File: src/maot_pkg.sv
// ----------------------------------------------------------------------------
// maot_pkg - shared constants for the multi-turn angle offset tracker
// Register reset values, angle thresholds and register address indices.
// ----------------------------------------------------------------------------
`timescale 1ns / 1ps
`default_nettype none

package maot_pkg;

    localparam int unsigned POS_W    = 16;
    localparam int unsigned WIN_W    = 15;
    localparam int unsigned ANGLE_W  = 8;
    localparam int unsigned TURN_W   = 8;
    localparam int unsigned PADDR_W  = 3;
    localparam int unsigned PDATA_W  = 32;

    // Register reset values
    localparam logic [POS_W-1:0] CENTER_RESET = 16'h8000;
    localparam logic [WIN_W-1:0] WINDOW_RESET = 15'h5000;

    // Angle thresholds for turn detection
    localparam logic [ANGLE_W-1:0] ANGLE_HIGH_THR = 8'd192;
    localparam logic [ANGLE_W-1:0] ANGLE_LOW_THR  = 8'd63;

    // Register index, taken from paddr[2]
    typedef enum logic {
        t_REG_CENTER = 1'b0,
        t_REG_WINDOW = 1'b1
    } t_reg_idx;

endpackage

`default_nettype wire

File: src/multiturn_angle_offset_tracker_top.sv
// ----------------------------------------------------------------------------
// multiturn_angle_offset_tracker_top - multi-turn angle tracker with offset
// Counts sensor turns, builds a raw position and keeps a self-adjusting
// offset so that the reported position stays inside a configurable window.
// ----------------------------------------------------------------------------
// Datapath: an input transfer loads the input register, and the item moves on
//   into the result register when that register is free or drains.
// Throughput: one item per cycle; the turn count and offset update is a
//   combinational add/compare/subtract path, so back-to-back items only wait
//   while the result side stalls with both registers full.
// Reset (synchronous, active low): turn count, previous angle and offset
//   clear to zero, registers return to centre 0x8000 and half window 0x5000.
`timescale 1ns / 1ps
`default_nettype none

module multiturn_angle_offset_tracker_top
    import maot_pkg::*;
(
    input  wire logic                 i_clk,
    input  wire logic                 i_rst_n,
    // input channel
    input  wire logic                 i_in_valid,
    output logic                      o_in_stall,
    input  wire logic [7:0]           i_high_byte,
    input  wire logic [7:0]           i_low_byte,
    // result channel
    output logic                      o_out_valid,
    input  wire logic                 i_out_stall,
    output logic [POS_W-1:0]          o_position,
    output logic [POS_W-1:0]          o_offset_value,
    // configuration port
    input  wire logic                 psel,
    input  wire logic                 penable,
    input  wire logic                 pwrite,
    input  wire logic [PADDR_W-1:0]   paddr,
    input  wire logic [PDATA_W-1:0]   pwdata,
    output logic [PDATA_W-1:0]        prdata,
    output logic                      pready
);

    // Configuration registers
    logic [POS_W-1:0]   r_center;
    logic [WIN_W-1:0]   r_window;
    logic               cfg_wr;
    t_reg_idx           cfg_idx;

    // Input register
    logic               r_in_valid;
    logic [7:0]         r_high_byte;
    logic [7:0]         r_low_byte;

    // Tracker state
    logic [ANGLE_W-1:0] r_prev_angle;
    logic [TURN_W-1:0]  r_turn;
    logic [POS_W-1:0]   r_offset;

    // Result register
    logic               r_out_valid;
    logic [POS_W-1:0]   r_position;
    logic [POS_W-1:0]   r_offset_out;

    // Update datapath
    logic               advance;
    logic [ANGLE_W-1:0] angle;
    logic               turn_up;
    logic               turn_down;
    logic [TURN_W-1:0]  n_turn;
    logic [POS_W-1:0]   raw;
    logic [POS_W-1:0]   off_init;
    logic [POS_W-1:0]   pos;
    logic [POS_W-1:0]   win_ext;
    logic [POS_W-1:0]   left;
    logic [POS_W-1:0]   right;
    logic [POS_W-1:0]   off_lo;
    logic [POS_W-1:0]   n_offset;

    // Configuration write and read
    assign pready  = 1'b1;
    assign cfg_idx = t_reg_idx'(paddr[2]);
    assign cfg_wr  = psel && penable && pwrite && pready;

    always_comb begin
        case (cfg_idx)
            t_REG_CENTER: prdata = {{(PDATA_W-POS_W){1'b0}}, r_center};
            t_REG_WINDOW: prdata = {{(PDATA_W-WIN_W){1'b0}}, r_window};
            default:      prdata = '0;
        endcase
    end

    always_ff @(posedge i_clk) begin
        if (!i_rst_n) begin
            r_center <= CENTER_RESET;
            r_window <= WINDOW_RESET;
        end else if (cfg_wr) begin
            case (cfg_idx)
                t_REG_CENTER: r_center <= pwdata[POS_W-1:0];
                t_REG_WINDOW: r_window <= pwdata[WIN_W-1:0];
                default:      ;
            endcase
        end
    end

    // Handshake: the stage advances when the result register is free or drains
    assign advance    = r_in_valid && (!r_out_valid || !i_out_stall);
    assign o_in_stall = r_in_valid && !advance;

    // Hold or load the input register
    always_ff @(posedge i_clk) begin
        if (!i_rst_n) begin
            r_in_valid <= 1'b0;
        end else if (!o_in_stall) begin
            r_in_valid <= i_in_valid;
        end
    end

    always_ff @(posedge i_clk) begin
        if (i_in_valid && !o_in_stall) begin
            r_high_byte <= i_high_byte;
            r_low_byte  <= i_low_byte;
        end
    end

    // Angle, turn detection and raw position
    assign angle     = {r_high_byte[3:0], r_low_byte[7:4]};
    assign turn_up   = (r_prev_angle > ANGLE_HIGH_THR) && (angle < ANGLE_LOW_THR);
    assign turn_down = (angle > ANGLE_HIGH_THR) && (r_prev_angle < ANGLE_LOW_THR);

    always_comb begin
        n_turn = r_turn;
        if (turn_up) begin
            n_turn = r_turn + TURN_W'(1);
        end else if (turn_down) begin
            n_turn = r_turn - TURN_W'(1);
        end
    end

    // Overlapping OR of the three terms is intended
    assign raw = {n_turn[6:0], 9'b0}
               | {7'b0, angle, 1'b0}
               | {11'b0, r_low_byte[7:3]};

    // Initialise the offset while it is still zero
    always_comb begin
        if (r_offset != '0) begin
            off_init = r_offset;
        end else if (raw > r_center) begin
            off_init = raw - r_center;
        end else begin
            off_init = r_center - raw;
        end
    end

    // Window limits, wrapping modulo 2^16
    assign pos     = raw - off_init;
    assign win_ext = {1'b0, r_window};
    assign left    = r_center - win_ext;
    assign right   = r_center + win_ext;

    // Pull the offset so the position falls back inside the window
    assign off_lo   = (pos < left)  ? (off_init - (left - pos)) : off_init;
    assign n_offset = (pos > right) ? (off_lo + (pos - right))  : off_lo;

    // Advance tracker state
    always_ff @(posedge i_clk) begin
        if (!i_rst_n) begin
            r_prev_angle <= '0;
            r_turn       <= '0;
            r_offset     <= '0;
        end else if (advance) begin
            r_prev_angle <= angle;
            r_turn       <= n_turn;
            r_offset     <= n_offset;
        end
    end

    // Result register
    always_ff @(posedge i_clk) begin
        if (!i_rst_n) begin
            r_out_valid <= 1'b0;
        end else if (advance) begin
            r_out_valid <= 1'b1;
        end else if (!i_out_stall) begin
            r_out_valid <= 1'b0;
        end
    end

    always_ff @(posedge i_clk) begin
        if (advance) begin
            r_position   <= pos;
            r_offset_out <= n_offset;
        end
    end

    assign o_out_valid    = r_out_valid;
    assign o_position     = r_position;
    assign o_offset_value = r_offset_out;

    // ------------------------------------------------------------------------
    // Assertions
    // ------------------------------------------------------------------------

    // The offset carried forward is the one that was reported
    a_offset_reported: assert property (@(posedge i_clk) disable iff (!i_rst_n)
        advance |=> (r_offset == o_offset_value))
        else $error("stored offset differs from reported offset");

    // Upstream is stalled only while an item is held
    a_stall_held: assert property (@(posedge i_clk) disable iff (!i_rst_n)
        o_in_stall |-> r_in_valid)
        else $error("input stalled with empty input register");

    // A transfer through the stage always yields a result
    a_advance_result: assert property (@(posedge i_clk) disable iff (!i_rst_n)
        advance |=> o_out_valid)
        else $error("result missing after stage advance");

    // The turn count moves by at most one per item
    a_turn_step: assert property (@(posedge i_clk) disable iff (!i_rst_n)
        $past(i_rst_n) |-> ((r_turn == $past(r_turn))
            || (r_turn == $past(r_turn) + TURN_W'(1))
            || (r_turn == $past(r_turn) - TURN_W'(1))))
        else $error("turn count jumped");

    // Reset clears the tracker state
    a_reset_state: assert property (@(posedge i_clk)
        !i_rst_n |=> ((r_offset == '0) && (r_turn == '0) && !o_out_valid))
        else $error("tracker state not cleared by reset");

endmodule

`default_nettype wire

File: config.mk
export PLATFORM = sky130hd
export DESIGN_NAME = multiturn_angle_offset_tracker_top
export DESIGN_NICKNAME = d
export VERILOG_FILES = /design/src/maot_pkg.sv /design/src/multiturn_angle_offset_tracker_top.sv
export SDC_FILE = /design/constraint.sdc
export NUM_CORES = 1
export LEC_CHECK = 0
export ABC_AREA = 0
export CAP_MARGIN = 20
export CORE_MARGIN = 2
export CORE_UTILIZATION = 55
export CTS_BUF_LIST = sky130_fd_sc_hd__clkbuf_8
export DETAILED_ROUTE_END_ITERATION = 16
export DONT_BUFFER_PORTS = 1
export HOLD_SLACK_MARGIN = 0.03
export PLACE_DENSITY = 0.73
export SYNTH_ARGS = -nofsm -noshare
export SYNTH_HDL_FRONTEND = slang
export SYNTH_SLANG_ARGS = --single-unit
File: constraint.sdc
create_clock -name i_clk -period 35.5 [get_ports i_clk]
set_input_delay 8.875 -clock i_clk [delete_from_list [all_inputs] [get_ports i_clk]]
set_output_delay 8.875 -clock i_clk [all_outputs]
set_load 0.01 [all_outputs]
After elaboration in Yosys (flattened, before gate mapping) --
Cells that the tools add are included.
Cells by class: reductions and logical operators 17, muxes and demuxes 9, $lt $le $gt $ge 7, bitwise gates (word level) 3, equal/unequal tests 1, add/subtract/negate cells 11
Operator list (number):
- $sub A16 B16 Y16 | 6
- $mux W16 | 4
- $pmux W32 S2 | 1
- $gt A16 B16 Y1 | 2
- $add A16 B15 Y16 | 1
- $add A16 B16 Y16 | 1
- $gt A8 B8 Y1 const B | 2
- $lt A16 B16 Y1 | 1
- $lt A8 B6 Y1 const B | 2
- $mux W8 | 2
- $or A16 B5 Y16 | 1
- $or A16 B9 Y16 | 1
- $reduce_bool A16 Y1 | 1
- $sub A16 B15 Y16 | 1
- $add A8 B1 Y8 const B | 1
- $sub A8 B1 Y8 const B | 1
- $logic_and A1 B1 Y1 | 7
- $reduce_and A2 Y1 | 3
- $logic_not A1 Y1 | 4
- $mux W1 | 2
- $ne A2 B1 Y1 const B | 1
- $reduce_bool A2 Y1 | 1
- $logic_or A1 B1 Y1 | 1
- $not A1 Y1 | 1
Storage, ports and cells: register bits 109, output and inout port bits 67, word-level logic and storage cells 60, input port bits 58

Longest topological paths before layout --
Gate-level depths: netlist of run 1.
depth after elaboration 15, gate-level depth with buffers 58, depth with buffers taken out 56

Worst setup path after synthesis of run 1 --
No wires, ideal clock.
kind input-to-output, start point in paddr[2], end point out prdata[10], cell stages on the path 4, arrival time 9.551 ns, buffers on the path 2, data required time 26.625 ns, slack 17.074 ns, cell sequence clkbuf_1 -> clkbuf_1 -> nand2_1 -> o21ai_0
Between the ends: word-level cells in the longest chain between the ends 2
RTL lines:
- from (decl) | RTL line multiturn_angle_offset_tracker_top.sv:35 | input wire logic [PADDR_W-1:0] paddr,
- $not A1 Y1
- $pmux W32 S2 (*) | RTL line multiturn_angle_offset_tracker_top.sv:83 | case (cfg_idx)
- to (decl) | RTL line multiturn_angle_offset_tracker_top.sv:37 | output logic [PDATA_W-1:0] prdata,
Every way passes the cells marked *; elsewhere a longest branch is shown, timed or not. The select of a mux whose other input is x is not followed.

Worst setup path in the final report of run 1 --
start point in paddr[2], end point out prdata[12]
The elaborated chain is that of the path after synthesis.

==> impl_metrics.csv, run 1 <==
group,metric,value,unit
critical_path,required,26.62,ns
placement,gp_congestion,0.898,
hold_path,hold_depth,2,
cts,clock_path_buffers,2,
hold_path,worstHoldPathType,"flip-flop to flip-flop",
yosys,syn_avg_cell_area,8.47,um2
floorplanning,start_util,55.7,%
critical_path,start_kind,"input pin",
placement,dp_hpwl,22100,um
yosys,postSynthCellCount,1328,
sta,fin_crit_sh,51.1,%
cts,worstSkewPairLatency,0.39,ns
hold_path,whs_endpoint,"r_prev_angle[6]",
critical_path,crit_arrival,9.25,ns
drt,routed_wl,27200,um
drt,firstDrtPassIters,5,
floorplanning,core,20200,um2
critical_path,critPathKind,"input pin to primary output",
yosys,synth_cell_types,87,
critical_path,reg2reg_from,"r_high_byte[2]",
finish,syn2layout_area_growth,2.41,%
global_routing,track_usage,25.2,%
global_routing,grt_max_degree,66,
drt,drc_errors,0,
drt,wl_per_cell,17.4,um
critical_path,end_kind,"primary output",
job,drv_cap,0,
sta,maxSlewViolCount,0,
finish,regArea,2510,um2
cts,cts-buffers-inserted,9,
global_routing,antenna_found_initial,0,
finish,drive_above_1_share,5.24,%
drt,via_per_inst,5.77,
cts,cts_num_sinks,105,
cts,postCtsHoldBufs,0,
yosys,synth_edf_count,41,
finish,multi_input_area,7770,um2
sta,final-hold-violation-count,0,
sta,setup_violations,0,
cts,post_cts_buffers,0,
cts,cts_tree,"built",
sta,fin_skew,0.0189,ns
yosys,yosys-top-cells-count,"171 x inv_1, 137 x ha_1, 124 x nand2_1",
sta,max-slew-margin-rel,27.9,%
floorplanning,die_area,21600,um2
floorplanning,fp.dieW,147,um
critical_path,r2r_cells,54,
drt,drt-initial-drc-count,607,
finish,nFillCells,1882,
floorplanning,row_count,52,
critical_path,rr_endpoint,"o_offset_value[15]",
sta,rsz0062_at_grt,"false",
placement,dpl.cell_count,1551,
yosys,synth_area_leaders,"ha_1 15%, dfxtp_1 11%, edfxtp_1 11%",
critical_path,cpLargestDelayFamily,"compound AO/OA/AOI/OAI gates",
cts,clock-root-buffer,"clkbuf_8",
sta,fmax,0.0552,GHz
yosys,syn_area,11200,um2
drt,vias,9048,
sta,tightest_slew,1.08,ns
floorplanning,boundaryPins,125,
global_routing,grt_pass1_wl,43300,um
finish,nets,1519,
drt,ant_nets,0,
global_routing,grt_pass1_vias,8515,
finish,final_cells,1568,
yosys,ys_seq_area_share,22.3,%
critical_path,crit_slowest_cell,"o21ai_0",
global_routing,grt_overflow,0,
floorplanning,fp.dieH,147,um
yosys,yosysMostFrequentCell,"inv_1",
yosys,synth_ff_type,"dfxtp_1",
critical_path,path_cells,"o21ai_0",
hold_path,min_from,"r_prev_angle[6]",
critical_path,critPathBufInv,0,
yosys,synth_warnings,0,
placement,port_buffers,0,
status,status,"completed",
sta,fin_tns_setup,0,ns
critical_path,r2r_slack,21.43,ns
yosys,async_flop_share,0,%
cts,htreeDepth,3,
sta,min_period,18.12,ns
yosys,yosys.area.top_type,"ha_1",
yosys,synth_top_area_share,15.2,%
yosys,ys_ff_latch,105,
critical_path,crit_fanout,34,
cts,ctsResizeCount,0,
sta,whs,0.488,ns
critical_path,critical-path-max-stage-delay,0.36,ns
cts,path_clk_slew,0.10,ns
-- placed cells by master, fill, tap and decap left out, types with 33 or more instances in the layout --
cell type,instances
xnor2_1,65
ha_1,137
a21oi_1,93
dfxtp_1,64
a21boi_0,45
o21bai_1,33
nand2_1,124
inv_1,170
nor2_1,49
edfxtp_1,41
o21ai_0,66
-- through the flow --
step,worst slack (ns),instance area (um2),utilization [%]
after floorplan,17.07,11300,-
after global placement,17.40,11300,56.0
after detailed placement,17.40,11300,56.0
after CTS,17.40,11500,57.1
after global routing,17.39,11500,57.1
final,17.38,11500,57.1
-- cells by family after synthesis --
logic type      count (synthesis)  share of synthesized area [%]
simple gates                  307                           13.3
other cells                     2                         0.0668
fa+ha+maj                     174                           21.5
mux                            44                           4.50
compound gates                367                           22.3
flops                         105                           22.3
xor+xnor                       90                           7.01
buf+inv                       239                           9.05
-- layer usage --
layer	routed length (um)	up-vias	share of wire, %	track usage (%)
met3	1280	25	4.7	3.04
li1	-	4483	-	-
met1	13400	4302	49	36.3
met2	12200	238	45	40.7
met5	0	-	0	0
met4	384	0	1.4	5.91
-- worst max-delay path by stage --
stage | start | to | cells past startpoint
6_report | paddr[2] | prdata[12] | 1
2_1_floorplan | paddr[2] | prdata[10] | 4
5_1_grt | paddr[2] | prdata[12] | 1
3_5_place_dp | paddr[2] | prdata[12] | 1
3_3_place_gp | paddr[2] | prdata[12] | 1
4_1_cts | paddr[2] | prdata[12] | 1
-- sequential cells by signal, indices dropped and copies added (netlist names) --
name / count
o_offset_value: 16
o_position: 16
r_center: 16
r_offset: 16
r_window: 15
r_prev_angle: 8
r_turn: 7
r_low_byte: 5
r_high_byte: 4
o_out_valid: 1
r_in_valid: 1
-- layout make-up --
cell class | count | area share (%)
Multi-Input combinational cell | 999 | 67.5
Sequential cell | 105 | 21.8
Inverter | 172 | 5.61
Tap cell | 270 | 2.93
Clock buffer | 9 | 1.08
Clock inverter | 7 | 0.739
Timing Repair Buffer | 5 | 0.326
Antenna cell | 1 | 0.0217
Power of run 1 is left out: the tool's default activity adds up to more than one toggle a clock period on the data nets, which glitch-free logic cannot reach.
==> run 2, diff against run 1 <==
Settings changed: PLACE_DENSITY 0.73 to 0.76.
Clock period 35.5 ns to 14.65 ns, I/O delays scaled along.
==> impl_metrics.csv, run 2 (synthesis gave the netlist of run 1 again) <==
group,metric,value,unit
status,status,"completed",
drt,wl_per_cell,17.4,um
cts,ctsResizeCount,0,
global_routing,antenna_found_initial,0,
cts,worstSkewPairLatency,0.41,ns
placement,port_buffers,0,
cts,cts_num_sinks,105,
finish,utilization,57.1,%
critical_path,crit_slowest_cell,"edfxtp_1",
drt,ant_nets,0,
critical_path,cpLargestDelayFamily,"compound AO/OA/AOI/OAI gates",
finish,final_common_cell,"inv_1",
finish,regArea,2510,um2
finish,multi_input_area,7770,um2
drt,firstDrtPassIters,5,
finish,syn2layout_area_growth,2.49,%
critical_path,critPathBufInv,3,
floorplanning,die_area,21600,um2
sta,fin_crit_sh,90.5,%
critical_path,start_kind,"flip-flop",
finish,nFillCells,1864,
floorplanning,fp.dieW,147,um
critical_path,required,14.94,ns
cts,htreeDepth,3,
global_routing,grt_util_met1,35.0,%
drt,drc_errors,0,
critical_path,crit_fanout,18,
floorplanning,boundaryPins,125,
critical_path,end_kind,"flip-flop",
cts,clock-root-buffer,"clkbuf_8",
job,drv_cap,0,
global_routing,grt-busiest-layer,"met2",
sta,maxSlewViolCount,0,
sta,whs,0.487,ns
sta,fin_skew,0.0253,ns
global_routing,grt_pass1_wl,43600,um
hold_path,min_from,"r_prev_angle[3]",
critical_path,rr_endpoint,"r_offset[15]",
finish,fin_area,11500,um2
global_routing,met3_usage,3.94,%
cts,post_cts_buffers,0,
drt,vias,8960,
cts,cts_tree,"built",
finish,drive_above_1_share,5.32,%
floorplanning,core,20200,um2
sta,tightest_slew,0.964,ns
floorplanning,start_util,55.7,%
global_routing,grt_pass1_vias,8713,
sta,max-slew-margin-rel,35.8,%
hold_path,hold_depth,2,
critical_path,r2r_slack,1.40,ns
sta,fmax,0.0754,GHz
drt,drt-initial-drc-count,701,
critical_path,critical-path-max-stage-delay,0.54,ns
cts,path_clk_slew,0.10,ns
global_routing,grt_max_degree,66,
placement,dp_hpwl,22100,um
critical_path,r2r_cells,54,
placement,placed_area,11300,um2
global_routing,grt_overflow,0,
drt,routed_wl,27300,um
sta,min_period,13.25,ns
hold_path,whs_endpoint,"r_prev_angle[3]",
sta,setup_violations,0,
global_routing,grt_use_met2,42.6,%
global_routing,track_usage,25.4,%
drt,via_per_inst,5.71,
cts,cts-buffers-inserted,9,
finish,nets,1520,
critical_path,critPathKind,"flip-flop to flip-flop",
cts,postCtsHoldBufs,0,
hold_path,worstHoldPathType,"flip-flop to flip-flop",
placement,gp_congestion,0.913,
finish,layout_common_cells,"170 x inv_1, 137 x ha_1, 124 x nand2_1, 93 x a21oi_1, 66 x o21ai_0",
critical_path,reg2reg_from,"r_high_byte[3]",
floorplanning,row_count,52,
sta,fin_tns_setup,0,ns
critical_path,crit_arrival,13.55,ns
cts,clock_path_buffers,2,
sta,final-hold-violation-count,0,
sta,rsz0062_at_grt,"false",
critical_path,cp_common_cell,"a21oi_1",
floorplanning,fp.dieH,147,um
run 2: worst reg2reg max path: cells and delay by family, from the launching register on:
family	cells	cell delay, ns
AO/OA/AOI/OAI	30	6.13
XOR/XNOR	5	1.02
adder cells (fa/ha/maj)	5	2.00
buffers and inverters	3	0.82
flip-flops	1	0.54
multiplexers	2	0.75
AND/OR/NAND/NOR	9	1.90
run 2: area by class of cell:
cell class              count  area share [%]
multi-input cells         999            67.4
clock buffers              10            1.19
inverters                 172            5.60
clock inverters             6           0.630
flip-flops and latches    105            21.8
well taps                 270            2.93
diodes                      1          0.0217
repair buffers              6           0.391
run 2: per-layer routing:
metal  wire length (um)  part of all wire [%]
met2              12600                    46
met1              12800                    47
met3               1620                   5.9
met5                  0                     0
met4                287                   1.1
run 2: worst max path at each step:
stage	cells past startpoint	slack [ns]	end	from
5_1_grt	53	0.33	r_offset[15]	r_high_byte[3]
2_1_floorplan	56	3.25	r_offset[15]	r_high_byte[0]
6_report	54	1.40	r_offset[15]	r_high_byte[3]
4_1_cts	58	1.41	r_offset[14]	r_high_byte[3]
3_3_place_gp	58	1.66	r_offset[14]	r_high_byte[3]
3_5_place_dp	54	1.47	r_offset[15]	r_high_byte[3]
run 2: metrics by stage:
stage	cells	worst slack, ns
6_report	1569	1.40
5_1_grt	1568	0.332
4_1_cts	1568	1.41
3_5_place_dp	1552	1.47
3_3_place_gp	1552	1.66
2_1_floorplan	1343	3.25
Power of run 2 is left out for the same reason.
